--- src/rtl/psat_pkg.sv ---
// Package for the polygon separating-axis overlap block.
// Holds the command codes, the decoded operation type and the queued transaction type.
// Depends on nothing; every other file refers to it by scoped names.
package psat_pkg;

    // Coordinate width, signed fixed point with four fraction bits.
    localparam int COORD_W = 16;
    // Width of a coordinate difference.
    localparam int DIFF_W = COORD_W + 1;
    // Width of one product of two differences.
    localparam int PROD_W = 2 * DIFF_W;

    // Raw command codes on the input port.
    localparam logic [1:0] CMD_CLEAR    = 2'd0;
    localparam logic [1:0] CMD_APPEND_A = 2'd1;
    localparam logic [1:0] CMD_APPEND_B = 2'd2;
    localparam logic [1:0] CMD_TEST     = 2'd3;

    // Queue between the front and the back.
    localparam int Q_DEPTH = 4;
    localparam int Q_AW    = 2;
    localparam int Q_CW    = 3;

    // Decoded operation carried to the back.
    typedef enum logic [1:0] {
        OP_CLEAR,
        OP_APPEND_A,
        OP_APPEND_B,
        OP_TEST
    } t_op;

    // One stored vertex.
    typedef struct packed {
        logic signed [COORD_W-1:0] y;
        logic signed [COORD_W-1:0] x;
    } t_vert;

    // One queued transaction.
    typedef struct packed {
        t_op   op;
        t_vert vert;
    } t_item;

endpackage

--- src/rtl/psat_front.sv ---
// Front stage: accepts command transactions and decodes them into queue items.
// Depends on psat_pkg for the command codes and the item type.
module psat_front (
    input  logic                            i_clk,
    input  logic                            i_rst_n,
    input  logic                            start,
    output logic                            busy,
    input  logic [1:0]                      i_command,
    input  logic signed [psat_pkg::COORD_W-1:0] i_coord_x,
    input  logic signed [psat_pkg::COORD_W-1:0] i_coord_y,
    input  logic                            i_q_full,
    output logic                            o_push,
    output psat_pkg::t_item                 o_item
);

    logic            r_vld;
    psat_pkg::t_item r_item;
    psat_pkg::t_item n_item;
    logic            accept;

    // The held item blocks new transactions only while the queue is full.
    assign busy   = r_vld && i_q_full;
    assign accept = start && !busy;
    assign o_push = r_vld && !i_q_full;
    assign o_item = r_item;

    // Decode the raw command into an operation.
    always_comb begin
        n_item.vert.x = i_coord_x;
        n_item.vert.y = i_coord_y;
        unique case (i_command)
            psat_pkg::CMD_CLEAR:    n_item.op = psat_pkg::OP_CLEAR;
            psat_pkg::CMD_APPEND_A: n_item.op = psat_pkg::OP_APPEND_A;
            psat_pkg::CMD_APPEND_B: n_item.op = psat_pkg::OP_APPEND_B;
            psat_pkg::CMD_TEST:     n_item.op = psat_pkg::OP_TEST;
            default:                n_item.op = psat_pkg::OP_TEST;
        endcase
    end

    // Valid flag of the holding register.
    always_ff @(posedge i_clk) begin
        if (!i_rst_n) begin
            r_vld <= 1'b0;
        end else if (accept) begin
            r_vld <= 1'b1;
        end else if (o_push) begin
            r_vld <= 1'b0;
        end
    end

    // Payload of the holding register.
    always_ff @(posedge i_clk) begin
        if (accept) begin
            r_item <= n_item;
        end
    end

endmodule

--- src/rtl/psat_queue.sv ---
// Short first-in first-out queue of decoded items between the front and the back.
// Depends on psat_pkg for the item type and the queue size.
module psat_queue (
    input  logic            i_clk,
    input  logic            i_rst_n,
    input  logic            i_push,
    input  psat_pkg::t_item i_item,
    input  logic            i_pop,
    output logic            o_full,
    output logic            o_empty,
    output psat_pkg::t_item o_item
);

    psat_pkg::t_item                r_mem [psat_pkg::Q_DEPTH];
    logic [psat_pkg::Q_AW-1:0]      r_wr_ptr;
    logic [psat_pkg::Q_AW-1:0]      r_rd_ptr;
    logic [psat_pkg::Q_CW-1:0]      r_count;
    logic                           do_push;
    logic                           do_pop;

    assign o_full  = (r_count == psat_pkg::Q_CW'(psat_pkg::Q_DEPTH));
    assign o_empty = (r_count == '0);
    assign o_item  = r_mem[r_rd_ptr];
    assign do_push = i_push && !o_full;
    assign do_pop  = i_pop && !o_empty;

    // Pointers and fill count.
    always_ff @(posedge i_clk) begin
        if (!i_rst_n) begin
            r_wr_ptr <= '0;
            r_rd_ptr <= '0;
            r_count  <= '0;
        end else begin
            if (do_push) begin
                r_wr_ptr <= r_wr_ptr + 1'b1;
            end
            if (do_pop) begin
                r_rd_ptr <= r_rd_ptr + 1'b1;
            end
            if (do_push && !do_pop) begin
                r_count <= r_count + 1'b1;
            end else if (do_pop && !do_push) begin
                r_count <= r_count - 1'b1;
            end
        end
    end

    // Entry storage.
    always_ff @(posedge i_clk) begin
        if (do_push) begin
            r_mem[r_wr_ptr] <= i_item;
        end
    end

endmodule

--- src/rtl/psat_back.sv ---
// Back end: executes clears and appends and runs the separating-axis test.
// Holds both vertex memories and the edge sequencer; depends on psat_pkg.
module psat_back #(
    parameter int MAX_VERTICES = 16
) (
    input  logic            i_clk,
    input  logic            i_rst_n,
    input  logic            i_empty,
    input  psat_pkg::t_item i_item,
    output logic            o_pop,
    output logic            o_valid,
    output logic            o_colliding,
    output logic            o_dropped
);

    localparam int AW = (MAX_VERTICES > 1) ? $clog2(MAX_VERTICES) : 1;
    localparam int CW = $clog2(MAX_VERTICES + 1);
    localparam int CW_ = psat_pkg::COORD_W;

    typedef enum logic [1:0] {
        S_IDLE,
        S_EDGE_RD,
        S_EDGE_CALC,
        S_SCAN
    } t_state;

    t_state r_state;

    // Vertex memories with two registered read ports each.
    psat_pkg::t_vert r_mem_a [MAX_VERTICES];
    psat_pkg::t_vert r_mem_b [MAX_VERTICES];
    psat_pkg::t_vert r_rd0_a;
    psat_pkg::t_vert r_rd1_a;
    psat_pkg::t_vert r_rd0_b;
    psat_pkg::t_vert r_rd1_b;

    logic [CW-1:0] r_cnt_a;
    logic [CW-1:0] r_cnt_b;
    logic          r_ovf;
    logic [CW-1:0] r_i;
    logic [CW-1:0] r_j;
    logic          r_dir;
    logic          r_allpos;
    logic          r_v1;
    logic          r_v2;
    logic          r_v3;
    logic          r_out_valid;
    logic          r_colliding;
    logic          r_dropped;

    // Edge and scan datapath registers.
    logic signed [CW_-1:0]                  r_ax;
    logic signed [CW_-1:0]                  r_ay;
    logic signed [psat_pkg::DIFF_W-1:0]     r_dx;
    logic signed [psat_pkg::DIFF_W-1:0]     r_dy;
    logic signed [psat_pkg::DIFF_W-1:0]     r_ex;
    logic signed [psat_pkg::DIFF_W-1:0]     r_ey;
    logic signed [psat_pkg::PROD_W-1:0]     r_p1;
    logic signed [psat_pkg::PROD_W-1:0]     r_p2;

    logic [CW-1:0]           np;
    logic [CW-1:0]           nq;
    logic [CW-1:0]           i_next;
    logic [CW-1:0]           nx;
    logic [AW-1:0]           addr0;
    logic [AW-1:0]           addr1;
    logic                    issue;
    logic                    drained;
    logic                    wr_a;
    logic                    wr_b;
    logic                    full_a;
    logic                    full_b;
    psat_pkg::t_vert         p0;
    psat_pkg::t_vert         p1;
    psat_pkg::t_vert         qv;
    logic signed [psat_pkg::PROD_W:0] dot;
    logic                    dot_pos;

    // Polygon roles: direction zero tests edges of A against vertices of B.
    assign np     = r_dir ? r_cnt_b : r_cnt_a;
    assign nq     = r_dir ? r_cnt_a : r_cnt_b;
    assign i_next = r_i + 1'b1;
    assign nx     = (i_next == np) ? '0 : i_next;

    // Read addresses: port 0 takes the edge start or the scanned vertex.
    assign addr0 = (r_state == S_EDGE_RD) ? r_i[AW-1:0] : r_j[AW-1:0];
    assign addr1 = nx[AW-1:0];

    assign issue   = (r_state == S_SCAN) && (r_j != nq);
    assign drained = (r_state == S_SCAN) && !issue && !r_v1 && !r_v2 && !r_v3;

    // Appends and the queue pop happen only in idle.
    assign o_pop  = (r_state == S_IDLE) && !i_empty;
    assign full_a = (r_cnt_a == CW'(MAX_VERTICES));
    assign full_b = (r_cnt_b == CW'(MAX_VERTICES));
    assign wr_a   = o_pop && (i_item.op == psat_pkg::OP_APPEND_A) && !full_a;
    assign wr_b   = o_pop && (i_item.op == psat_pkg::OP_APPEND_B) && !full_b;

    // Operand selection from the read ports.
    assign p0 = r_dir ? r_rd0_b : r_rd0_a;
    assign p1 = r_dir ? r_rd1_b : r_rd1_a;
    assign qv = r_dir ? r_rd0_a : r_rd0_b;

    // Final dot product and its sign.
    assign dot     = $signed({r_p1[psat_pkg::PROD_W-1], r_p1})
                   - $signed({r_p2[psat_pkg::PROD_W-1], r_p2});
    assign dot_pos = !dot[psat_pkg::PROD_W] && (dot != '0);

    assign o_valid     = r_out_valid;
    assign o_colliding = r_colliding;
    assign o_dropped   = r_dropped;

    // Memory of polygon A.
    always_ff @(posedge i_clk) begin
        if (wr_a) begin
            r_mem_a[r_cnt_a[AW-1:0]] <= i_item.vert;
        end
        r_rd0_a <= r_mem_a[addr0];
        r_rd1_a <= r_mem_a[addr1];
    end

    // Memory of polygon B.
    always_ff @(posedge i_clk) begin
        if (wr_b) begin
            r_mem_b[r_cnt_b[AW-1:0]] <= i_item.vert;
        end
        r_rd0_b <= r_mem_b[addr0];
        r_rd1_b <= r_mem_b[addr1];
    end

    // Edge setup and the three-stage dot product pipeline.
    always_ff @(posedge i_clk) begin
        if (r_state == S_EDGE_CALC) begin
            r_ax <= p0.x;
            r_ay <= p0.y;
            r_dx <= $signed({p1.x[CW_-1], p1.x}) - $signed({p0.x[CW_-1], p0.x});
            r_dy <= $signed({p1.y[CW_-1], p1.y}) - $signed({p0.y[CW_-1], p0.y});
        end
        if (r_v1) begin
            r_ex <= $signed({qv.x[CW_-1], qv.x}) - $signed({r_ax[CW_-1], r_ax});
            r_ey <= $signed({qv.y[CW_-1], qv.y}) - $signed({r_ay[CW_-1], r_ay});
        end
        if (r_v2) begin
            r_p1 <= r_ex * r_dy;
            r_p2 <= r_ey * r_dx;
        end
    end

    // Sequencer, counts, drop flag and the result register.
    always_ff @(posedge i_clk) begin
        if (!i_rst_n) begin
            r_state     <= S_IDLE;
            r_cnt_a     <= '0;
            r_cnt_b     <= '0;
            r_ovf       <= 1'b0;
            r_i         <= '0;
            r_j         <= '0;
            r_dir       <= 1'b0;
            r_allpos    <= 1'b0;
            r_v1        <= 1'b0;
            r_v2        <= 1'b0;
            r_v3        <= 1'b0;
            r_out_valid <= 1'b0;
            r_colliding <= 1'b0;
            r_dropped   <= 1'b0;
        end else begin
            r_out_valid <= 1'b0;
            r_v1        <= issue;
            r_v2        <= r_v1;
            r_v3        <= r_v2;
            unique case (r_state)
                S_IDLE: begin
                    if (o_pop) begin
                        unique case (i_item.op)
                            psat_pkg::OP_CLEAR: begin
                                r_cnt_a <= '0;
                                r_cnt_b <= '0;
                                r_ovf   <= 1'b0;
                            end
                            psat_pkg::OP_APPEND_A: begin
                                if (full_a) begin
                                    r_ovf <= 1'b1;
                                end else begin
                                    r_cnt_a <= r_cnt_a + 1'b1;
                                end
                            end
                            psat_pkg::OP_APPEND_B: begin
                                if (full_b) begin
                                    r_ovf <= 1'b1;
                                end else begin
                                    r_cnt_b <= r_cnt_b + 1'b1;
                                end
                            end
                            psat_pkg::OP_TEST: begin
                                // An empty polygon decides the test without a scan.
                                if (r_cnt_a == '0 || r_cnt_b == '0) begin
                                    r_out_valid <= 1'b1;
                                    r_colliding <= (r_cnt_a == '0) && (r_cnt_b == '0);
                                    r_dropped   <= r_ovf;
                                end else begin
                                    r_dir   <= 1'b0;
                                    r_i     <= '0;
                                    r_state <= S_EDGE_RD;
                                end
                            end
                            default: begin
                                r_ovf <= r_ovf;
                            end
                        endcase
                    end
                end
                S_EDGE_RD: begin
                    r_state <= S_EDGE_CALC;
                end
                S_EDGE_CALC: begin
                    r_j      <= '0;
                    r_allpos <= 1'b1;
                    r_state  <= S_SCAN;
                end
                S_SCAN: begin
                    if (issue) begin
                        r_j <= r_j + 1'b1;
                    end
                    if (r_v3 && !dot_pos) begin
                        r_allpos <= 1'b0;
                    end
                    if (drained) begin
                        if (r_allpos) begin
                            // This edge separates the polygons.
                            r_out_valid <= 1'b1;
                            r_colliding <= 1'b0;
                            r_dropped   <= r_ovf;
                            r_state     <= S_IDLE;
                        end else if (i_next != np) begin
                            r_i     <= i_next;
                            r_state <= S_EDGE_RD;
                        end else if (!r_dir) begin
                            r_dir   <= 1'b1;
                            r_i     <= '0;
                            r_state <= S_EDGE_RD;
                        end else begin
                            r_out_valid <= 1'b1;
                            r_colliding <= 1'b1;
                            r_dropped   <= r_ovf;
                            r_state     <= S_IDLE;
                        end
                    end
                end
                default: begin
                    r_state <= S_IDLE;
                end
            endcase
        end
    end

endmodule

--- src/rtl/polygon_sat_overlap_test_top.sv ---
// Separating-axis overlap test for two convex polygons, top level.
// A test on an empty polygon is answered from idle without a scan; otherwise the back end
// examines the edges of A and then of B, and stops early when an edge separates.
// Clear and append transactions retire at one per cycle while the back end is not running a
// test; a test occupies the back end edge by edge in the single dot-product pipeline.
// Reset is synchronous and active low; results cannot be stalled by the receiver.
module polygon_sat_overlap_test_top #(
    parameter int MAX_VERTICES = 16
) (
    input  logic                                i_clk,
    input  logic                                i_rst_n,
    input  logic                                start,
    output logic                                busy,
    input  logic [1:0]                          i_command,
    input  logic signed [psat_pkg::COORD_W-1:0] i_coord_x,
    input  logic signed [psat_pkg::COORD_W-1:0] i_coord_y,
    output logic                                o_valid,
    output logic                                o_colliding,
    output logic                                o_dropped
);

    logic            q_full;
    logic            q_empty;
    logic            push;
    logic            pop;
    psat_pkg::t_item push_item;
    psat_pkg::t_item pop_item;

    // Front: accept and decode transactions.
    psat_front u_front (
        .i_clk     (i_clk),
        .i_rst_n   (i_rst_n),
        .start     (start),
        .busy      (busy),
        .i_command (i_command),
        .i_coord_x (i_coord_x),
        .i_coord_y (i_coord_y),
        .i_q_full  (q_full),
        .o_push    (push),
        .o_item    (push_item)
    );

    // Queue between front and back.
    psat_queue u_queue (
        .i_clk   (i_clk),
        .i_rst_n (i_rst_n),
        .i_push  (push),
        .i_item  (push_item),
        .i_pop   (pop),
        .o_full  (q_full),
        .o_empty (q_empty),
        .o_item  (pop_item)
    );

    // Back: vertex storage and the overlap test.
    psat_back #(
        .MAX_VERTICES (MAX_VERTICES)
    ) u_back (
        .i_clk       (i_clk),
        .i_rst_n     (i_rst_n),
        .i_empty     (q_empty),
        .i_item      (pop_item),
        .o_pop       (pop),
        .o_valid     (o_valid),
        .o_colliding (o_colliding),
        .o_dropped   (o_dropped)
    );

endmodule

--- config.mk ---
export PLATFORM = sky130hd
export DESIGN_NAME = polygon_sat_overlap_test_top
export DESIGN_NICKNAME = d
export VERILOG_FILES = /design/src/rtl/psat_pkg.sv /design/src/rtl/psat_front.sv /design/src/rtl/psat_queue.sv /design/src/rtl/psat_back.sv /design/src/rtl/polygon_sat_overlap_test_top.sv
export SDC_FILE = /design/constraint.sdc
export NUM_CORES = 2
export LEC_CHECK = 0
export BUFFER_PORTS_ARGS = -buffer_cell sky130_fd_sc_hd__buf_4
export CAP_MARGIN = 20
export CORE_ASPECT_RATIO = 0.8
export CORE_MARGIN = 2
export CORE_UTILIZATION = 45
export CTS_BUF_LIST = sky130_fd_sc_hd__clkbuf_16
export DETAILED_ROUTE_END_ITERATION = 10
export PLACE_DENSITY = 0.7
export SLEW_MARGIN = 20
export SYNTH_ARGS = -nofsm -noshare
export SYNTH_HDL_FRONTEND = slang
export SYNTH_SLANG_ARGS = --single-unit
--- constraint.sdc ---
create_clock -name i_clk -period 12.8 [get_ports i_clk]
set_input_delay 1.28 -clock i_clk [delete_from_list [all_inputs] [get_ports i_clk]]
set_output_delay 1.28 -clock i_clk [all_outputs]
set_load 0.01 [all_outputs]
After elaboration in Yosys (flattened, before gate mapping)
Memories as Yosys holds them, arrays and structs flattened. A register that Yosys moved wholly into a read port is not among the register bits.
Cells that the tools add are included.
{"block": "classes", "add_sub_neg": 13, "n_mul": 2, "div": 0, "n_lt_le_gt_ge": 0, "eq_ne": 31, "n_shift": 0, "mux": 78, "bitwise_logic": 0, "reduce_logical": 57}
{"cell": "$mux W32", "n": 3}
{"cell": "$mul A17 B17 Y34", "n": 2}
{"cell": "$sub A16 B16 Y17", "n": 4}
{"cell": "$mux W5", "n": 12}
{"cell": "$pmux W5 S2", "n": 4}
{"cell": "$mux W1", "n": 39}
{"cell": "$reduce_bool A35 Y1", "n": 1}
{"cell": "$sub A34 B34 Y35", "n": 1}
{"cell": "$reduce_and A7 Y1", "n": 3}
{"cell": "$add A5 B1 Y5 const B", "n": 4}
{"cell": "$logic_and A1 B1 Y1", "n": 20}
{"cell": "$mux W2", "n": 8}
{"cell": "$ne A2 B2 Y1 const B", "n": 8}
{"cell": "$pmux W2 S4", "n": 2}
{"cell": "$logic_not A1 Y1", "n": 13}
{"cell": "$eq A2 B2 Y1 const B", "n": 6}
{"cell": "$reduce_and A4 Y1", "n": 3}
{"cell": "$reduce_bool A2 Y1", "n": 6}
{"cell": "$eq A5 B5 Y1 const B", "n": 2}
{"cell": "$logic_not A5 Y1", "n": 2}
{"cell": "$ne A2 B1 Y1 const B", "n": 5}
{"cell": "$ne A5 B5 Y1", "n": 2}
{"cell": "$pmux W1 S2", "n": 5}
{"cell": "$mux W4", "n": 2}
{"cell": "other kinds (17)", "n": 24}
{"block": "totals", "register_bits": 241, "latchBits": 0, "mem_bits_rw": 1160, "romBits": 0, "input_bits": 37, "output_inout_bits": 4, "mem_count": 3}
{"memory": "u_back.r_mem_a", "words": 16, "word_bits": 32, "rd": 2, "rd_clocked_by_memory_dff": 2, "write_ports": 1, "line": "psat_back.sv:30", "text": "psat_pkg::t_vert r_mem_a [MAX_VERTICES];"}
{"memory": "u_back.r_mem_b", "words": 16, "word_bits": 32, "rd": 2, "rd_clocked_by_memory_dff": 2, "write_ports": 1, "line": "psat_back.sv:31", "text": "psat_pkg::t_vert r_mem_b [MAX_VERTICES];"}
{"memory": "u_queue.r_mem", "words": 4, "word_bits": 34, "rd": 1, "rd_clocked_by_memory_dff": 1, "write_ports": 1, "line": "psat_queue.sv:14", "text": "psat_pkg::t_item r_mem [psat_pkg::Q_DEPTH];"}

Depth between registers and ports, before layout
{"block": "logic_depth", "ltp_word": 10, "depth_mapped": 26, "depth_no_buf": 25}

By module
A second synthesis with hierarchy kept.
{"block": "unflattened", "cells_unflattened": 7486, "hier_area_um2": 92517.5}
{"mod": "psat_back", "n_inst": 1, "cells_per_inst": 7219, "area_per_inst_um2": 85995.0}
{"mod": "psat_queue", "n_inst": 1, "cells_per_inst": 226, "area_per_inst_um2": 5444.0}
{"mod": "psat_front", "n_inst": 1, "cells_per_inst": 41, "area_per_inst_um2": 1078.5}

Least setup slack after synthesis
OpenSTA, ideal clock, no wires.
{"block": "synth_path", "path_type": "register to register", "start": "register u_back.r_dy[2] (netlist name)", "end": "register u_back.r_p1[32] (netlist name), data pin", "setup_ns": 0.258, "arrival_time_ns": 6.033, "setup_slack_ns": 6.509, "stages_incl_launch_ff": 24, "synth_period_minus_slack_ns": 6.291, "cell_sequence": "edfxtp_1 -> clkbuf_1 -> nand2_1 -> fa_1 -> fa_1 -> fa_1 -> inv_1 -> fa_1 -> fa_1 -> inv_1 -> fa_1 -> inv_1 -> ha_1 -> a21o_1 -> a21o_1 -> a21o_1 -> a221o_1 -> a31oi_1 -> o211ai_1 -> nand4_1 -> a31oi_1 -> a21o_1 -> a21oi_1 -> xnor2_1"}
{"block": "synth_via", "elab_chain_len": 1}
{"item": "from (decl)", "line": "psat_back.sv:55", "text": "logic signed [psat_pkg::DIFF_W-1:0] r_dy;"}
{"item": "from (signal assigned)", "line": "psat_back.sv:137", "text": "r_dy <= $signed({p1.y[CW_-1], p1.y}) - $signed({p0.y[CW_-1], p0.y});"}
{"item": "$mul A17 B17 Y34", "line": "psat_back.sv:144", "text": "r_p1 <= r_ex * r_dy;"}
{"item": "to (signal assigned)", "line": "psat_back.sv:144"}
{"item": "to (decl)", "line": "psat_back.sv:58", "text": "logic signed [psat_pkg::PROD_W-1:0] r_p1;"}
No other way between the ends.
A chain may end at the register's enable or synchronous reset.

Worst setup path in the final report
Same ends and word-level chain as after synthesis.

==> results.sh <==
export IMPL_postRouteWirelength_um=256000
export IMPL_synth_ff_type="edfxtp_1"
export IMPL_yosys_warnings=0
export IMPL_finalSetupTns_ps=0
export IMPL_cts_hold_buf=0
export IMPL_htreeDepth=4
export IMPL_power_total_mw=13.4
export IMPL_cts_tree="yes"
export IMPL_startpoint_type="flip-flop"
export IMPL_cts_setup_buffers=0
export IMPL_end_kind="flip-flop"
export IMPL_wl_per_cell_um=25.4
export IMPL_ant_nets=0
export IMPL_worstMarginPinSlew_ps=1300
export IMPL_pwr_density_cell_nw_per_um2=133
export IMPL_grt_pass1_vias=60500
export IMPL_grt_max_degree=219
export IMPL_grt_first_pass_wirelength_um=382000
export IMPL_gr_usage_all_layers_pct=24.3
export IMPL_drive_gt1_share_pct=10.9
export IMPL_synth_fp_nets=8368
export IMPL_portBuffers=40
export IMPL_final_nets=8203
export IMPL_timing_final_max_slew_violations=0
export IMPL_sw_frac_of_total_pct=29.4
export IMPL_critPathMaxFanout=17
export IMPL_seqPwrFrac_pct=47.5
export IMPL_slew_headroom_pct=13.3
export IMPL_num_vias=60800
export IMPL_clockPowerShare_pct=33.1
export IMPL_vdd_drop_max_v=0.000213
export IMPL_clock_fmax_mhz=145
export IMPL_fin_crit_sh_pct=54.0
export IMPL_ios=41
export IMPL_internal_power_mw=9.45
export IMPL_status="complete, no violations"
export IMPL_insertion_delay_ps=820
export IMPL_critPathArrivalTime_ps=7480
export IMPL_cts_sinks=1531
export IMPL_synth_edf_count=1362
export IMPL_fin_crit_ps=6920
export IMPL_ys_seq_area_share_pct=47.9
export IMPL_ys_top_cells_by_area="edfxtp_1 44%, fa_1 13%, mux4_2 8.6%"
export IMPL_drtIter0Drc=7745
export IMPL_hpwl_um=157000
export IMPL_path_clk_slew_ps=70
export IMPL_clockBufferDepth=3
export IMPL_max_cap_viol_count=0
export IMPL_post_synth_top_area_cell="edfxtp_1"
export IMPL_fin_skew_ps=59.4
export IMPL_drt_pass1_iterations=6
export IMPL_avgSynthCellArea_sq_um=12.4
export IMPL_rsz0062_at_grt="false"
export IMPL_cts_resized_gates=0
export IMPL_gp_congestion=0.899
export IMPL_die_w_um=511
export IMPL_hold_viol=0
export IMPL_nFillCells=17300
export IMPL_p_leak_nw=37.5
export IMPL_root_buffer="clkbuf_16"
export IMPL_antenna_found_initial=13
export IMPL_synth_cell_types=71
export IMPL_core_sq_um=204000
export IMPL_cts_buffers=146
export IMPL_initial_core_util_pct=45.4
export IMPL_critical_path_class="flip-flop to flip-flop"
export IMPL_overflow=0
export IMPL_syn_inst=7441
export IMPL_worstHoldPathType="flip-flop to flip-flop"
export IMPL_synth_seq_cells=1531
export IMPL_via_per_inst=6.02
export IMPL_cp_required_ps=13360
export IMPL_syn_area_sq_um=92400
export IMPL_synth_top_area_share_pct=44.3
export IMPL_floorplan_die_height_um=409
export IMPL_dieArea_sq_um=209000
export IMPL_drcViolationCount=0
export IMPL_pwr_share_comb_pct=19.4
export IMPL_area_delta_synth_final_pct=8.52
export IMPL_finalSetupViolCount=0
export IMPL_power_switching_mw=3.93
export IMPL_num_rows=148
export IMPL_synth_async_sr_flop_share_pct=0
## state kept, by name (all words and copies together), names as in the netlist, 3 cells and up, named ones only
signal           count
u_back.r_rd0_b      32
u_back.r_p1         34
u_back.r_ay         16
u_back.r_rd1_a      32
u_back.r_j           5
u_back.r_ex         17
u_back.r_ey         17
u_back.r_mem_a     512
u_queue.r_count      3
u_back.r_cnt_a       5
u_front.o_item      34
u_back.r_dy         17
u_back.r_rd0_a      32
u_back.r_cnt_b       5
u_back.r_mem_b     512
u_back.r_i           5
u_back.r_rd1_b      32
u_back.r_ax         16
u_back.r_p2         34
u_back.r_dx         17
u_queue.r_mem      136
## path summary, 6_finish.rpt
| kind | start | to | slack [ps] | cells past startpoint |
|---|---|---|---|---|
| hold reg to reg | u_front.o_item[15]$_DFFE_PP_ | u_queue.r_mem[3][15]$_DFFE_PP_ | 490 | 0 |
| setup / recovery | u_back.r_dy[2]$_DFFE_PP_ | u_back.r_p1[32]$_DFFE_PP_ | 5880 | 23 |
| hold / removal | u_front.o_item[15]$_DFFE_PP_ | u_queue.r_mem[3][15]$_DFFE_PP_ | 490 | 0 |
| setup reg to reg | u_back.r_dy[2]$_DFFE_PP_ | u_back.r_p1[32]$_DFFE_PP_ | 5880 | 23 |
## synth_stat cells (19+ instances only)
cell,count
edfxtp_1,1362
inv_1,756
nand2_1,734
fa_1,598
and2_1,503
nor2_1,450
mux4_2,354
clkbuf_1,333
ha_1,292
a21oi_1,225
a31oi_1,211
a211oi_1,200
dfxtp_1,169
nand2b_1,158
o21ai_0,150
o311ai_0,129
xnor2_1,110
o21ai_1,69
mux2i_1,62
mux2_2,60
buf_1,48
buf_2,46
nor2b_1,46
a21o_1,44
nor3_1,42
xor2_1,38
nand3_1,34
a21boi_0,24
o21a_1,21
nand4_1,19
## cell type report
type	instances	area (sq um)	area share [%]
flip-flops and latches	1531	44300	44.2
multi-input cells	4717	43900	43.7
clock buffers	148	3700	3.69
well taps	2700	3380	3.37
inverters	756	2840	2.83
clock inverters	123	1180	1.18
repair buffers	124	1030	1.02
diodes	2	5.00	0.00499
## through the flow
step / util [%] / instance area (sq um) / std cells / worst slack, ps / hold slack (ps)
finish: 49.2 / 100000 / 10100 / 5880 / 491
global route: 49.2 / 100000 / 10100 / 5580 / 507
CTS: 49.2 / 100000 / 10100 / 5930 / 495
detailed placement: 46.8 / 95400 / 9828 / 5950 / 484
global placement: 46.8 / 95400 / 9828 / 5970 / 466
floorplan: - / 92400 / 7441 / 6510 / 459
## worst max-delay path, cell delays in order, from the launching register on
cell and delay, ps:
edfxtp_1 760, nand2_1 210, inv_1 170, fa_1 430, inv_1 90, fa_1 420, fa_1 510, inv_1 60
fa_1 510, fa_1 560, inv_1 70, fa_1 470, inv_1 40, ha_1 350, and3_1 220, and2_1 180
a221o_1 340, a31oi_1 360, o211ai_1 210, nand4_1 150, a31oi_1 120, a21o_1 200, a21oi_1 170, xnor2_1 80
## cells by family (layout without fill, tap and decap cells)
kind of cell	after synthesis	count (layout)	synth area share (%)
adder cells (fa/ha/maj)	890	890	16.9
AO/OA/AOI/OAI	1154	1154	8.13
XOR/XNOR	148	148	1.40
multiplexers	476	476	10.0
buffers and inverters	1193	1151	4.99
flip-flops	1531	1531	47.9
AND/OR/NAND/NOR	2049	2049	10.6
other	0	2	0
## power by group through the flow
stage	registers (mW)	logic (mW)	clock network, mW
6_report	6.35	2.60	4.42
5_1_grt	6.37	2.77	4.66
4_1_cts	6.35	2.54	4.47
3_5_place_dp	6.45	2.53	0
3_3_place_gp	6.44	2.46	0
2_1_floorplan	6.39	1.57	0
## routing by layer
metal | vias up | part of all wire [%] | GRT usage (%)
met5 | - | 0.054 | 0
met4 | 20 | 3.5 | 8.69
met2 | 3513 | 44 | 36.8
met1 | 30700 | 40 | 33.7
li1 | 26000 | - | -
met3 | 562 | 12 | 6.56
## cells in the final DEF, fill, tap and decap left out, types with 24 or more instances in the layout
| cell type | n |
|---|---|
| dfxtp_1 | 163 |
| o21ai_0 | 150 |
| ha_1 | 291 |
| mux2_2 | 59 |
| xor2_1 | 38 |
| nor3_1 | 34 |
| mux4_2 | 354 |
| o311ai_0 | 129 |
| nand2b_1 | 157 |
| mux2i_1 | 58 |
| nor2_1 | 423 |
| nand2_1 | 734 |
| clkbuf_16 | 148 |
| and2_1 | 499 |
| a21o_1 | 44 |
| inv_1 | 788 |
| a21boi_0 | 24 |
| xnor2_1 | 110 |
| nor2b_1 | 45 |
| buf_4 | 115 |
| edfxtp_1 | 1362 |
| a31oi_1 | 211 |
| o21ai_1 | 69 |
| nor2_4 | 27 |
| clkinv_1 | 34 |
| a211oi_1 | 200 |
| fa_1 | 598 |
| a21oi_1 | 225 |
| nand3_1 | 34 |
Note: power is estimated with default switching activity, not from simulation.
